File: src/rtl/ita_pkg.sv
// ----------------------------------------------------------------------------
// ita_pkg
// Shared types and character constants for the integer-to-ASCII formatter.
// ----------------------------------------------------------------------------
package ita_pkg;

  typedef enum logic [1:0] {
    CMD_DEC    = 2'd0,
    CMD_PTR    = 2'd1,
    CMD_HEX_LO = 2'd2,
    CMD_HEX_UP = 2'd3
  } cmd_t;

  typedef struct packed {
    cmd_t        command;
    logic [63:0] value;
  } req_t;

  typedef struct packed {
    logic [7:0] character;
    logic       last;
  } txt_t;

  // Control shared by every digit cell of the chain.
  typedef struct packed {
    logic clear;
    logic conv;
    logic emit;
    logic dec;
  } cell_ctl_t;

  localparam logic [7:0] ASCII_ZERO    = 8'h30;
  localparam logic [7:0] ASCII_LOWER_A = 8'h61;
  localparam logic [7:0] ASCII_UPPER_A = 8'h41;
  localparam logic [7:0] ASCII_MINUS   = 8'h2d;
  localparam logic [7:0] ASCII_X       = 8'h78;
  localparam logic [3:0] DIGIT_TEN     = 4'd10;

  // Maps one digit (decimal or hex) to its ASCII code.
  function automatic logic [7:0] digit_char(logic [3:0] d, logic upper);
    logic [7:0] d8;
    d8 = {4'h0, d};
    if (d < DIGIT_TEN) begin
      digit_char = ASCII_ZERO + d8;
    end else if (upper) begin
      digit_char = ASCII_UPPER_A + d8 - {4'h0, DIGIT_TEN};
    end else begin
      digit_char = ASCII_LOWER_A + d8 - {4'h0, DIGIT_TEN};
    end
  endfunction

endpackage

File: src/rtl/ita_cell.sv
// ----------------------------------------------------------------------------
// ita_cell
// One 4-bit digit cell of the conversion chain: shift-and-add-3 step for
// decimal, plain shift for hex, and a digit-wide shift for readout.
// ----------------------------------------------------------------------------
module ita_cell (
  input  logic                 clk,
  input  ita_pkg::cell_ctl_t   ctl,
  input  logic                 carry_in,
  input  logic [3:0]           digit_in,
  output logic                 carry_out,
  output logic [3:0]           digit
);

  logic [3:0] adj;

  // A decimal digit of five or more is corrected before it is doubled.
  always_comb begin
    adj = digit;
    if (ctl.dec && (digit >= 4'd5)) begin
      adj = digit + 4'd3;
    end
  end

  assign carry_out = adj[3];

  always_ff @(posedge clk) begin
    if (ctl.clear) begin
      digit <= 4'd0;
    end else if (ctl.conv) begin
      digit <= {adj[2:0], carry_in};
    end else if (ctl.emit) begin
      digit <= digit_in;
    end
  end

endmodule

File: src/rtl/integer_to_ascii_formatter.sv
// ----------------------------------------------------------------------------
// integer_to_ascii_formatter
// Turns a command and a value into its ASCII text, one character per item.
// ----------------------------------------------------------------------------
//
//   Channel | Signals                        | Direction | Item
//   --------+--------------------------------+-----------+-------------------------
//   req     | req_valid, req_ready, req      | in        | command and value
//   txt     | txt_valid, txt_ready, txt      | out       | one character, last flag
//
// An accepted request first shifts its magnitude, one bit per cycle, through
// the chain of digit cells. Readout then hands out the prefix characters and
// then the digit of each cell (NCELL cells, 20 at 64 bits), where leading
// zero digits are dropped without producing an item.
// Reset clears the control state and the output valid flag; the cells need none.
// A stalled output holds the chain, and a new request is taken once the last
// character has been handed to the output register.
//
module integer_to_ascii_formatter #(
  parameter int VALUE_WIDTH = 64
) (
  input  logic           clk,
  input  logic           rst,
  input  logic           req_valid,
  output logic           req_ready,
  input  ita_pkg::req_t  req,
  output logic           txt_valid,
  input  logic           txt_ready,
  output ita_pkg::txt_t  txt
);

  // Enough decimal digits for a magnitude of up to 2**(VALUE_WIDTH-1), and
  // enough nibbles for the widest hex value; the chain covers both.
  localparam int NDIG  = (VALUE_WIDTH * 30103) / 100000 + 1;
  localparam int NHEX  = (VALUE_WIDTH + 3) / 4;
  localparam int NCELL = (NDIG > NHEX) ? NDIG : NHEX;
  localparam int CW    = $clog2(VALUE_WIDTH + 1);
  localparam int RW    = $clog2(NCELL + 1);

  // The plain hex commands only look at the low 32 bits.
  localparam logic [VALUE_WIDTH-1:0] HEX_MASK = VALUE_WIDTH'(64'h0000_0000_FFFF_FFFF);

  typedef enum logic [2:0] {
    S_IDLE = 3'b001,
    S_CONV = 3'b010,
    S_EMIT = 3'b100
  } state_t;

  state_t                  state;
  logic [VALUE_WIDTH-1:0]  sh;
  logic [CW-1:0]           cnt;
  logic [RW-1:0]           rem;
  logic [1:0]              pre_cnt;
  logic                    seen;
  logic                    is_dec;
  logic                    is_ptr;
  logic                    upper;

  ita_pkg::cell_ctl_t      ctl;
  logic                    accept;
  logic                    slot_free;
  logic                    out_load;
  logic [7:0]              out_char;
  logic                    out_last;
  logic                    rem_one;

  logic [VALUE_WIDTH-1:0]  in_val;
  logic                    in_neg;
  logic [VALUE_WIDTH-1:0]  in_mag;

  logic [3:0]              dig   [NCELL];
  logic                    carry [NCELL];
  logic [3:0]              top;

  // --------------------------------------------------------------------------
  // Chain of digit cells. Cell 0 takes the next magnitude bit during
  // conversion; during readout each cell passes its digit one place up and
  // the top cell's digit is the one printed.
  // --------------------------------------------------------------------------
  for (genvar i = 0; i < NCELL; i++) begin : g_cell
    logic       cin;
    logic [3:0] din;
    if (i == 0) begin : g_first
      assign cin = sh[VALUE_WIDTH-1];
      assign din = 4'd0;
    end else begin : g_rest
      assign cin = carry[i-1];
      assign din = dig[i-1];
    end
    ita_cell u_cell (
      .clk       (clk),
      .ctl       (ctl),
      .carry_in  (cin),
      .digit_in  (din),
      .carry_out (carry[i]),
      .digit     (dig[i])
    );
  end

  assign top       = dig[NCELL-1];
  assign req_ready = (state == S_IDLE);
  assign accept    = req_valid && req_ready;
  assign slot_free = !txt_valid || txt_ready;
  assign rem_one   = (rem == RW'(1));

  // Input decode: a negative decimal value is replaced by its magnitude, which
  // fits in VALUE_WIDTH bits even for the most negative value.
  always_comb begin
    in_val = req.value[VALUE_WIDTH-1:0];
    in_neg = (req.command == ita_pkg::CMD_DEC) && in_val[VALUE_WIDTH-1];
    if (in_neg) begin
      in_mag = (~in_val) + VALUE_WIDTH'(1);
    end else if ((req.command == ita_pkg::CMD_HEX_LO) ||
                 (req.command == ita_pkg::CMD_HEX_UP)) begin
      in_mag = in_val & HEX_MASK;
    end else begin
      in_mag = in_val;
    end
  end

  // Readout control. Prefix characters go first; then one digit per cycle while
  // the output slot is free, dropping leading zeros but always printing the lowest digit.
  always_comb begin
    ctl.clear = accept;
    ctl.conv  = (state == S_CONV);
    ctl.emit  = 1'b0;
    ctl.dec   = is_dec;
    out_load  = 1'b0;
    out_char  = 8'h00;
    out_last  = 1'b0;
    if ((state == S_EMIT) && slot_free) begin
      if (pre_cnt != 2'd0) begin
        out_load = 1'b1;
        if (is_ptr) begin
          out_char = (pre_cnt == 2'd2) ? ita_pkg::ASCII_ZERO : ita_pkg::ASCII_X;
        end else begin
          out_char = ita_pkg::ASCII_MINUS;
        end
      end else begin
        ctl.emit = 1'b1;
        if (seen || (top != 4'd0) || rem_one) begin
          out_load = 1'b1;
          out_char = ita_pkg::digit_char(top, upper);
          out_last = rem_one;
        end
      end
    end
  end

  // Sequencer and per-request registers.
  always_ff @(posedge clk) begin
    if (rst) begin
      state <= S_IDLE;
    end else begin
      case (state)
        S_IDLE: begin
          if (accept) begin
            state <= S_CONV;
          end
        end
        S_CONV: begin
          if (cnt == CW'(1)) begin
            state <= S_EMIT;
          end
        end
        S_EMIT: begin
          if (ctl.emit && rem_one) begin
            state <= S_IDLE;
          end
        end
        default: begin
          state <= S_IDLE;
        end
      endcase
    end
  end

  always_ff @(posedge clk) begin
    if (accept) begin
      sh      <= in_mag;
      cnt     <= CW'(VALUE_WIDTH);
      rem     <= RW'(NCELL);
      seen    <= 1'b0;
      is_dec  <= (req.command == ita_pkg::CMD_DEC);
      is_ptr  <= (req.command == ita_pkg::CMD_PTR);
      upper   <= (req.command == ita_pkg::CMD_HEX_UP);
      if (req.command == ita_pkg::CMD_PTR) begin
        pre_cnt <= 2'd2;
      end else if (in_neg) begin
        pre_cnt <= 2'd1;
      end else begin
        pre_cnt <= 2'd0;
      end
    end else begin
      if (ctl.conv) begin
        sh  <= {sh[VALUE_WIDTH-2:0], 1'b0};
        cnt <= cnt - CW'(1);
      end
      if (ctl.emit) begin
        rem <= rem - RW'(1);
        if (out_load) begin
          seen <= 1'b1;
        end
      end
      if (out_load && (pre_cnt != 2'd0)) begin
        pre_cnt <= pre_cnt - 2'd1;
      end
    end
  end

  // Output register.
  always_ff @(posedge clk) begin
    if (rst) begin
      txt_valid <= 1'b0;
    end else if (out_load) begin
      txt_valid <= 1'b1;
    end else if (txt_ready) begin
      txt_valid <= 1'b0;
    end
  end

  always_ff @(posedge clk) begin
    if (out_load) begin
      txt.character <= out_char;
      txt.last      <= out_last;
    end
  end

endmodule

File: config.mk
export PLATFORM = sky130hd
export DESIGN_NAME = integer_to_ascii_formatter
export DESIGN_NICKNAME = d
export VERILOG_FILES = /design/src/rtl/ita_pkg.sv /design/src/rtl/ita_cell.sv /design/src/rtl/integer_to_ascii_formatter.sv
export SDC_FILE = /design/constraint.sdc
export NUM_CORES = 1
export LEC_CHECK = 0
export ABC_AREA = 1
export BUFFER_PORTS_ARGS = -buffer_cell sky130_fd_sc_hd__buf_4
export CAP_MARGIN = 30
export CORE_MARGIN = 8
export CORE_UTILIZATION = 50
export DETAILED_ROUTE_END_ITERATION = 6
export PLACE_DENSITY = 0.68
export SYNTH_ARGS = -nofsm -noshare
export SYNTH_HDL_FRONTEND = slang
export SYNTH_SLANG_ARGS = --single-unit
File: constraint.sdc
create_clock -name clk -period 6.7 [get_ports clk]
set_clock_uncertainty 0.2 [all_clocks]
set_input_delay 0 -clock clk [delete_from_list [all_inputs] [get_ports clk]]
set_output_delay 0 -clock clk [all_outputs]
set_load 0.05 [all_outputs]
* Word level (Yosys, flattened, before mapping)
Cells that the tools add are included.
** Storage, ports and cells
- Output and inout bits :: 11
- Register bits :: 175
- RAM bits :: 0
- Memories :: 0
- Input port bits :: 70
- Word-level logic and storage cells :: 222
- Bits in read-only memories :: 0
- Latch bits :: 0
** Operators by class
- Reduce and logical (&&, ||, !) cells :: 40
- Shift-type cells :: 0
- $mul :: 0
- Bitwise logic cells :: 3
- $add $sub $neg :: 29
- Equal/unequal tests :: 12
- Multiplexer cells :: 85
- Order comparisons :: 21
- Divide/modulo/power cells :: 0
** Operators by type and width (number)
- two-way mux 64 bit :: 4
- two-way mux 4 bit :: 59
- >= comparator 4 x 3 -> 1 bit, second input constant :: 20
- adder 4 x 2 -> 4 bit, second input constant :: 19
- adder 64 x 1 -> 64 bit, second input constant :: 1
- inverter 64 bit :: 1
- two-way mux 8 bit :: 4
- logical AND 1 bit :: 25
- adder 7 x 4 -> 8 bit, first input constant :: 2
- subtractor 8 x 4 -> 8 bit, second input constant :: 2
- two-way mux 7 bit :: 2
- two-way mux 3 bit :: 4
- nonzero test 2 bit :: 5
- case mux 3 bit (3 select lines) :: 1
- two-way mux 1 bit :: 8
- adder 6 x 4 -> 7 bit, first input constant :: 1
- equality test 7 x 1 -> 1 bit, second input constant :: 1
- subtractor 7 x 1 -> 7 bit, second input constant :: 1
- equality test 2 bit, second input constant :: 3
- two-way mux 2 bit :: 3
- inequality test 2 x 1 -> 1 bit, second input constant :: 3
- equality test 5 x 1 -> 1 bit, second input constant :: 1
- subtractor 5 x 1 -> 5 bit, second input constant :: 1
- logical OR 1 bit :: 4
- 14 further kinds :: 15

* Logic depth before layout (Yosys ltp)
- Depth after elaboration :: 9
- Gate-level depth with buffers :: 12
- Gate-level depth less buffers :: 12

* Modules after synthesis
From an unflattened synthesis, not the netlist that was laid out.
** Unflattened totals
- Cell total of the unflattened synthesis :: 1836
- Area, all modules :: 12429.4 um2
** By module, submodules not included
- integer_to_ascii_formatter :: instances 1, area an instance 6398.6 um2, cells an instance 896, sequential area each 2652.5 um2
- ita_cell :: instances 20, area an instance 301.5 um2, cells an instance 47, sequential area each 80.1 um2

* Worst setup path before layout
No wires, ideal clock.
- Kind :: register to register
- From :: register state[2]
- To :: register sh[0], enable pin
- Cell stages (with the launch flop) :: 8
- Data required time :: 6.077 ns
- Data arrival time :: 2.525 ns
- Slack :: 3.551 ns
- Cell sequence :: dfxtp_1 inv_1 nand3_1 nor2_4 inv_2 buf_2 clkbuf_1 nand2_1
** Between the ends
- Cells in the longest elaborated chain, start to end :: 3
** Ends and longest elaborated chain
- start: declaration :: RTL line integer_to_ascii_formatter.sv:49 : state_t state;
- start signal: assignment :: RTL line integer_to_ascii_formatter.sv:153 : state <= S_IDLE;
- start signal: assignment :: RTL line integer_to_ascii_formatter.sv:158 : state <= S_CONV;
- start signal: assignment :: RTL line integer_to_ascii_formatter.sv:163 : state <= S_EMIT;
- equality test 3 x 1 -> 1 bit :: RTL line integer_to_ascii_formatter.sv:101 : assign req_ready = (state == S_IDLE);
- logical AND 1 bit :: RTL line integer_to_ascii_formatter.sv:102 : assign accept = req_valid && req_ready;
- nonzero test 2 bit (no source line) *
- end signal: assignment :: RTL line integer_to_ascii_formatter.sv:180 : sh <= in_mag;
- end signal: assignment :: RTL line integer_to_ascii_formatter.sv:196 : sh <= {sh[VALUE_WIDTH-2:0], 1'b0};
- end: declaration :: RTL line integer_to_ascii_formatter.sv:50 : logic [VALUE_WIDTH-1:0] sh;
Every way passes the cells marked *; elsewhere a longest branch is shown, timed or not.
A chain may end at the register's enable or synchronous reset.

* Final worst setup path
- From :: register state[2]
- To :: register sh[4], enable pin
The elaborated chain is that of the path after synthesis.

==> results.txt <==
The data arrival time of the critical path is about 3300 ps. The clock slew seen by the registers of the worst setup and hold paths is 70 ps. After synthesis, the largest family of logic cells by area is simple AND/OR/NAND/NOR gates. For the worst-skew pair, the clock arrives at the later sink with an insertion delay of approximately 430 ps. The flow ran to the end, and the final reports show no timing, DRC or antenna violations. The starting density of the core is around 50%. The final HPWL from detailed placement is approximately 20000 µm. The max-slew violation total from the final report is 0. Before antenna repair, the detailed router went through 6 iterations. The final hold violation count came to 0. The post-synthesis instance area came out at 11730 µm². The total overflow reported by the global router came out at 0. The portion of the clock cycle consumed by the worst path in the final layout came out at roughly half. The mux contribution to synthesized area is 0%. The I/O pin total is 81. The number of antenna violations at the first check in global routing came out at 0. The number of instances resized during post-cts repair came out at 0. The die outline height came out at approximately 170 µm. Setup repair after global routing left no endpoint under its margin.

The combined area of the multi-input logic cells is around 6500 µm². By area the synthesized netlist is led by edfxtp_1 20%, dfxtp_1 17%, nand2_1 16%. The number of cells after detailed placement came out at ~2000. The final estimated routing congestion in global placement came out at roughly 0.94. The die outline width is 169.2 µm. The all-layer global routing usage came out at a little over a fifth. The number of buffers inserted by post-CTS setup repair is 0. The number of max-capacitance violations reported came out at 0.

The average cell area after synthesis is ~6.8 µm². The number of port buffers is 79. The total power per unit cell area is between 200 and 250 nW/µm². Data on the critical path is required at its endpoint by 6550 ps. The number of synthesized register bits came out at 174.

Across the VDD grid, the largest voltage drop is around 160 µV. The area share of xor/xnor cells in the synthesized design came out at under 10%. The worst max-slew margin expressed relative to the limit is between 30% and 40%. The final net count came out at between 1500 and 2000. In this run the clock root is driven by a clkbuf_16. The final non-filler cell total came out at between 2000 and 2500.

The worst setup path is captured at a flip-flop. The area share of and/or/nand/nor cells after synthesis came out at roughly 28%. The most frequent standard cell in the layout excluding fill and tap cells is nand2_1. The die covers between 20000 and 30000 µm². The detail-routed via count per cell came out at 5.312. Setup violations remaining at the end of the flow were counted as 0. The number of global-route vias before repair is 10877. The number of antenna diodes in the final layout is 0. The count of routing violations after the opening detailed-route iteration came out at between 1000 and 1500.

The total wire length after detailed routing is 31220 µm. The maximum fanout along the worst path is 84. The post-synthesis instance total came out at 1715. TritonCTS built the clock tree. The min-delay analysis places its worst path in the category input port to flip-flop. Compared with the post-synthesis result, the final layout area differs by 17.59%. The number of remaining DRC errors came out at 0. The vias after detailed routing is 11468. The first-pass GRT wire length is ~52000 µm. The count of cell types in the netlist is 41. The share of cells above drive strength 1 came out at slightly below 8%. The number of buffers inserted for hold repair after clock tree synthesis is 75. The remaining number of nets flagged by the antenna check after routing is 0.

The synthesized-area fraction occupied by adder cells came out at slightly above 5%. The minimum clock period after layout came out at around 3400 ps. The total number of clock tree sinks is between 150 and 200.

The average wire per cell in the routed design is 14.46 µm. The top-area cell type share of the netlist area is between 10% and 20%. After floorplanning, the core was divided into 56 placement rows. The area inside the core boundary came out at 23260 µm².

In the layout the commonest cells are 505 x nand2_1, 175 x nor2_1, 168 x inv_1. The number of clock buffers inserted by TritonCTS came out at 17. The pin count of the biggest net entering global routing is 95. The synthesis warning total is 0.

The transition at the pin with the smallest max-transition slack came out at 1005 ps. The kind of start point of the critical path is a flip-flop. The clock tree buffer depth came out at 2. The cell taking the most area after synthesis is edfxtp_1. Across all hold checks on the routed design, the worst slack comes to 108.7 ps. Fill cells in the final layout number between 2000 and 2500. Summing the areas of all compound-gate instances in the mapped netlist gives around 17% of the synthesized area. The H-tree level count is 4.

The highest clock frequency the design can meet is around 290 MHz. The startpoint-to-endpoint class of the critical path is flip-flop to flip-flop. Summed over all failing endpoints, the final setup total negative slack is 0 ps.

Synthesis produced a netlist with a net count of approximately 1800. The area occupied by registers came out at approximately 4300 µm². The static power due to leakage came out at between 5 and 6 nW. The register area share after synthesis is 36.27%.
[Yosys cell counts (all sizes together)]
library cell / number
xnor2: 26
nand3b: 1
o21ai: 197
inv: 175
buf: 36
edfxtp: 77
dfxtp: 97
nor3b: 1
xor2: 34
a31oi: 4
o22ai: 2
nand3: 104
clkbuf: 31
nor2: 183
a21o: 1
o31ai: 1
o211ai: 40
conb: 1
nor2b: 1
nand4: 11
ha: 48
o21bai: 1
or2: 5
o221ai: 19
nand2: 511
nor3: 5
a21oi: 100
o21a: 1
a211oi: 2
[layout make-up]
class / instances / area share (%)
clock buffers: 19 / 3.365
clock inverters: 13 / 0.8890
repair buffers: 160 / 10.07
well taps: 319 / 2.894
flip-flops and latches: 174 / 30.84
inverters: 175 / 4.780
multi-input cells: 1299 / 47.16
[kinds of logic after synthesis]
| group | after synthesis |
|---|---|
| DFF | 174 |
| AOI/OAI and AO/OA | 368 |
| buffers and inverters | 242 |
| xor gates and xnor gates | 60 |
| other | 1 |
| and+or+nand+nor | 822 |
| adders and majority gates | 48 |
[layer usage]
metal	GRT usage, %	vias up	part of all wire (%)
met1	29.17	5224	47
met4	5.925	0	1.6
met3	3.675	32	5.1
met2	36.56	331	47
met5	0	-	0
li1	-	5881	-
[registers in the layout, summed over array words and instances (netlist names), 2 cells and up]
register and cells:
cnt 7, g_cell.u_cell.digit 80, pre_cnt 2, rem 5, sh 64, state 3, txt 8
[power breakdown]
part / leakage (nW) / internal, mW / switching, mW / total (mW)
combinational: 3.97 / 0.217 / 0.343 / 0.560
clock: 0.282 / 0.551 / 0.456 / 1.01
sequential: 1.51 / 1.24 / 0.0744 / 1.31
total: 5.76 / 2.01 / 0.874 / 2.88
[worst paths after layout]
path                    startpoint                     to  slack [ps]  cells past startpoint
max reg2reg  state[2]$_SDFFE_PP0P_        sh[4]$_DFFE_PP_        3290                      7
min                            rst  state[1]$_SDFFE_PP0P_         110                      3
max          state[2]$_SDFFE_PP0P_        sh[4]$_DFFE_PP_        3290                      7
min reg2reg      seen$_SDFFE_PP0P_      seen$_SDFFE_PP0P_         260                      2
[per-stage QoR]
step / power [mW] / instance area [µm²] / util (%) / setup slack, ps
2_1_floorplan: 1.693 / 11730 / - / 3551
3_3_place_gp: 1.840 / 12460 / 53.54 / 3358
3_5_place_dp: 1.855 / 12460 / 53.54 / 3310
4_1_cts: 2.895 / 13790 / 59.29 / 3319
5_1_grt: 3.028 / 13790 / 59.29 / 3032
6_report: 2.881 / 13790 / 59.29 / 3291
[worst max-delay path, cell delays in order, from the launching register on]
cell	delay (ps)
dfxtp_1	300
inv_1	110
nand3_1	190
nor2_4	120
buf_4	750
inv_4	470
nand2_2	140
buf_4	660
No activity file was read; power rests on OpenSTA's default activity.
